### config.mk
export PLATFORM = sky130hd
export DESIGN_NAME = r2q_lane
export DESIGN_NICKNAME = d
export VERILOG_FILES = /design/src/rtl/r2q_pkg.sv /design/src/rtl/r2q_lane.sv
export SDC_FILE = /design/constraint.sdc
export NUM_CORES = 2
export LEC_CHECK = 0
export ABC_AREA = 1
export BUFFER_PORTS_ARGS = -buffer_cell sky130_fd_sc_hd__buf_2
export CAP_MARGIN = 0
export CORE_ASPECT_RATIO = 1.4
export CORE_MARGIN = 3
export CORE_UTILIZATION = 45
export CTS_CLUSTER_DIAMETER = 40
export CTS_CLUSTER_SIZE = 8
export DETAILED_ROUTE_END_ITERATION = 8
export GPL_ROUTABILITY_DRIVEN = 0
export HOLD_SLACK_MARGIN = 0.12
export PLACE_DENSITY_LB_ADDON = 0.1
export SKIP_LAST_GASP = 1
export SYNTH_ARGS = -nofsm -noshare
export SYNTH_HDL_FRONTEND = slang
export SYNTH_SLANG_ARGS = --single-unit
### constraint.sdc
create_clock -name clk_i -period 7.1 [get_ports clk_i]
set_input_delay 0.71 -clock clk_i [delete_from_list [all_inputs] [get_ports clk_i]]
set_output_delay 0.71 -clock clk_i [all_outputs]
set_load 0.005 [all_outputs]
### src/rtl/r2q_pkg.sv
package r2q_pkg;

  localparam int INDEX_BITS = 20;
  localparam int FRAC_BITS  = 16;

  // coordinates are accumulated in q0.32 and wrap modulo one
  localparam int COORD_BITS = 32;
  localparam logic [COORD_BITS-1:0] STEP_X   = 32'd3242174889;  // 1/g
  localparam logic [COORD_BITS-1:0] STEP_Y   = 32'd2447445413;  // 1/g^2
  localparam logic [COORD_BITS-1:0] HALF_Q32 = 32'h8000_0000;
  localparam logic [COORD_BITS-1:0] SCALE_DEFAULT_Q32 = 32'd3143916061;  // 0.732
  localparam logic [FRAC_BITS-1:0]  SCALE_RESET =
      SCALE_DEFAULT_Q32[COORD_BITS-1 -: FRAC_BITS];

  // reciprocal square root in q1.16
  localparam int RSQRT_FRAC = 16;
  localparam int RSQRT_BITS = RSQRT_FRAC + 1;

  localparam int DATA_BITS = 32;
  localparam int ADDR_BITS = 3;

  typedef enum logic {
    REG_JITTER_ENABLE = 1'b0,
    REG_JITTER_SCALE  = 1'b1
  } reg_addr_e;

  typedef struct packed {
    logic [INDEX_BITS-1:0] sample_index;
    logic [FRAC_BITS-1:0]  jitter_x;
    logic [FRAC_BITS-1:0]  jitter_y;
  } in_item_t;

  typedef struct packed {
    logic [FRAC_BITS-1:0]  point_x;
    logic [FRAC_BITS-1:0]  point_y;
    logic [INDEX_BITS-1:0] point_index;
  } out_item_t;

endpackage

### src/rtl/r2q_lane.sv
module r2q_lane import r2q_pkg::*; (
  input  logic                  clk_i,
  input  logic                  en_i,
  input  logic                  jitter_enable_i,
  input  logic [FRAC_BITS-1:0]  jitter_scale_i,
  input  logic [COORD_BITS-1:0] step_i,
  input  logic [INDEX_BITS-1:0] index_i,
  input  logic [FRAC_BITS-1:0]  jitter_i,
  input  logic [RSQRT_BITS-1:0] root_i,
  output logic [FRAC_BITS-1:0]  coord_o
);

  localparam int JSW   = 2 * FRAC_BITS;
  localparam int PW    = JSW + RSQRT_BITS;
  localparam int SHIFT = JSW - RSQRT_FRAC;

  logic [COORD_BITS+INDEX_BITS-1:0] base_full;
  logic [JSW-1:0]                   js_full;
  logic [PW-1:0]                    prod_full;

  logic [COORD_BITS-1:0] base1_q, base2_q, coord_q;
  logic [JSW-1:0]        js_q;
  logic [RSQRT_BITS-1:0] root_q;
  logic [COORD_BITS-1:0] off_q;

  assign base_full = step_i * index_i;
  assign js_full   = jitter_i * jitter_scale_i;
  assign prod_full = js_q * root_q;

  always_ff @(posedge clk_i) begin
    if (en_i) begin
      base1_q <= base_full[COORD_BITS-1:0];
      js_q    <= js_full;
      root_q  <= root_i;
      base2_q <= base1_q;
      off_q   <= prod_full[SHIFT +: COORD_BITS];
      // wraps modulo one
      coord_q <= base2_q + (jitter_enable_i ? off_q : HALF_Q32);
    end
  end

  assign coord_o = coord_q[COORD_BITS-1 -: FRAC_BITS];

endmodule

==> summary.txt <==
Worst setup path
  • Crit path DAT: 6.92 ns
  • Cell mode on critical path: fa_1
  • Crit path max fanout: 25
  • Reg2reg path depth: 20
  • Critical path class: in -> reg
  • CP peak stage delay: approximately 0.54 ns
  • Crit-path slowest cell: buf_2
  • CP top delay family: adder cells
  • R2r setup slk: between 0.4 and 0.5 ns
  • RR Startpoint: root_q[5]$_DFFE_PP_
  • CP required: 7.33 ns
  • Startpoint Class: input port
  • Worst reg2reg endpoint: off_q[21]$_DFFE_PP_
  • Buffers and inverters on the worst path: 7
  • Critical Path Sink Type: register

Floorplan
  • IO Count: 120
  • Die footprint: around 110000 um2
  • Chip width: 280.6 um
  • Chip height: 390.4 um
  • Std cell rows: 140
  • Starting Density: 0.4550
  • Placeable Area: 104400 um2

Placed design
  • Buffers on Ports: ~120
  • Placed wire-length estimate: ~110 mm
  • Placed cells: approximately 7300

Worst hold path
  • Endpoint, Worst Hold: root_q[5]$_DFFE_PP_
  • Hold path cells: 1
  • HP Start: root_i[5]
  • HP Class: in -> reg

STA
  • Unrepaired setup endpoints after global routing: no
  • TNS Setup: 0 ns
  • Worst slew pin tran: 1.055 ns
  • Final slew viol count: 0
  • Period utilization: 0.9429
  • Period minus WS final: about 6.7 ns
  • Peak Freq: between 100 and 150 MHz
  • Final setup vio count: 0
  • Clock Skews: between 0.02 and 0.025 ns
  • Final Hold Vio Count: 0
  • Slew headroom: 0.2964

Route
  • DR vias/cell: roughly 5
  • Post-route ant nets: 0
  • Wire length on met2: between 60 and 70 mm
  • # DRC: 0
  • First-pass DRT Iterations: 5
  • M1 WL: about 54 mm
  • DRT iter0 DRCs: a little under 2000
  • Highest routed metal layer: met4
  • Met3 wire length: 5.065 mm
  • DR WL/cell: 18.05 um
  • Aggregate routed wire length: approximately 130 mm
  • Vias post-DR: approximately 37000

CTS
  • Cts bufs inserted: 17
  • Clock tree buffer depth: 2
  • PostCTS Resize Cnt: 0
  • Clk slew on worst S/H paths: ~0.090 ns
  • CTS Hold Bufs: 0
  • Clock sinks: around 160
  • Post CTS Setup Buffer Count: 0
  • Worst skew pair latency: 0.49 ns
  • H-tree depth: 4
  • CTS tree: yes
  • Clock root cell: clkbuf_16

Global route
  • Grt total ovfl: 0
  • First-pass GRT wire length: between 200 and 250 mm
  • Initial antenna violation count: 0
  • Overall global routing resource usage: 0.2535
  • Vias in the first global route: ~40000
  • Largest net degree at the start of global routing: slightly above 60

Layout
  • Final Core Density: 0.4794
  • Antenna diode instance count: 0
  • FF/Latch Area: a little under 5000 um2
  • Layout cells sized above 1: 0.04697
  • Final std cells w/o fill: 7353
  • Area grow syn2layout: 5.371%
  • Area of the multi-input gates: approximately 35000 um2
  • Nets: 7420
  • Fill cells: 10520

Yosys
  • Syn_nets: around 7500
  • Distinct cells, synth: 48
  • Async S/R FF share, synth: 0
  • Syn Area/Cell: ~7.9 um2
  • Main synth FF type: edfxtp_1
  • Synth warn: 0
  • Number of enable flip-flop cells after synthesis: ~160
  • Mapped Area: ~48000 um2
  • Yosys reg bits: between 150 and 200
  • Seq/Total Area, Yosys: 0.1018
  • Mapped Cells: around 6000

Status
  • Status: complete, no violations

Run
  • MaxCap Viol Count: 0
metal layers:
metal / track usage / up-vias
met2: 0.4649 / 924
met5: 0 / -
li1: - / 17070
met1: 0.3119 / 18390
met3: 0.01857 / 235
met4: 0.09239 / 0
how the worst max path moves through the flow:
stage	startpoint	endpoint	cells past startpoint
6_report	index_i[3]	base1_q[26]$_DFFE_PP_	25
5_1_grt	index_i[3]	base1_q[26]$_DFFE_PP_	25
4_1_cts	index_i[3]	base1_q[26]$_DFFE_PP_	25
3_5_place_dp	index_i[3]	base1_q[26]$_DFFE_PP_	25
3_3_place_gp	index_i[3]	base1_q[26]$_DFFE_PP_	25
2_1_floorplan	index_i[3]	base1_q[23]$_DFFE_PP_	25
kinds of logic (layout without fill, tap and decap cells):
| logic type | count (synthesis) | count (layout) | share of synthesized area |
|---|---|---|---|
| adder cells (fa/ha/maj) | 1325 | 1325 | 0.5059 |
| AO/OA/AOI/OAI | 330 | 330 | 0.04025 |
| buffers and inverters | 2109 | 2076 | 0.1672 |
| XOR/XNOR | 95 | 95 | 0.01752 |
| AND/OR/NAND/NOR | 2017 | 2017 | 0.1673 |
| flip-flops | 161 | 161 | 0.1018 |
cells in the mapped netlist (5+ instances only):
| cell | instances | area (um2) |
|---|---|---|
| nor3_1 | 21 | 105.1 |
| clkbuf_1 | 244 | 915.9 |
| o21ai_0 | 78 | 390.4 |
| xor2_1 | 67 | 586.8 |
| a211oi_1 | 5 | 37.54 |
| a31oi_1 | 14 | 87.58 |
| o211ai_1 | 6 | 45.04 |
| a21o_1 | 20 | 150.1 |
| fa_1 | 993 | 19880 |
| nor2_2 | 9 | 56.30 |
| nand4_1 | 25 | 156.4 |
| o21bai_1 | 16 | 120.1 |
| nand2_1 | 1686 | 6329 |
| nor4_1 | 6 | 37.54 |
| o21a_1 | 5 | 37.54 |
| o21ai_1 | 9 | 45.04 |
| nand3_1 | 87 | 435.4 |
| inv_2 | 11 | 41.29 |
| buf_1 | 8 | 30.03 |
| xnor2_1 | 28 | 245.2 |
| a21oi_1 | 150 | 750.7 |
| buf_2 | 14 | 70.07 |
| inv_1 | 1828 | 6862 |
| ha_1 | 332 | 4154 |
| nor2_1 | 156 | 585.6 |
| edfxtp_1 | 161 | 4835 |
| nand3b_1 | 7 | 52.55 |
cells in the final DEF, fill, tap and decap left out, drive strengths merged, types with 67 or more instances in the layout:
master | Yosys | layout
edfxtp | 161 | 161
nand3 | 87 | 87
nor2 | 167 | 167
xor2 | 67 | 67
buf | 23 | 205
a21oi | 154 | 154
nand2 | 1689 | 1689
o21ai | 91 | 91
fa | 993 | 993
ha | 332 | 332
inv | 1839 | 1847
through the flow:
stage | setup WS, ns | hold slack, ns | cell area (um2)
2_1_floorplan | 0.5817 | 0.4003 | 47500
3_3_place_gp | 0.007479 | 0.4025 | 49490
3_5_place_dp | -0.08967 | 0.4054 | 49490
4_1_cts | 0.4457 | 0.3565 | 50050
5_1_grt | 0.1702 | 0.3790 | 50050
6_report | 0.4052 | 0.3898 | 50050
cell type report:
cell class	instances	area share
Clock buffer	17	0.008499
Clock inverter	15	0.002825
Inverter	1839	0.1379
Multi-Input combinational cell	3767	0.6938
Sequential cell	161	0.09659
Tap cell	1349	0.03372
Timing Repair Buffer	205	0.02667
state kept, by name, summed over array words and instances, names as in the netlist:
register,cells
base2_q,32
coord_q,16
base1_q,32
js_q,32
off_q,32
root_q,17
Power is not shown: default switching activity piles up to over one toggle a cycle in this logic, so the estimate is an artifact.
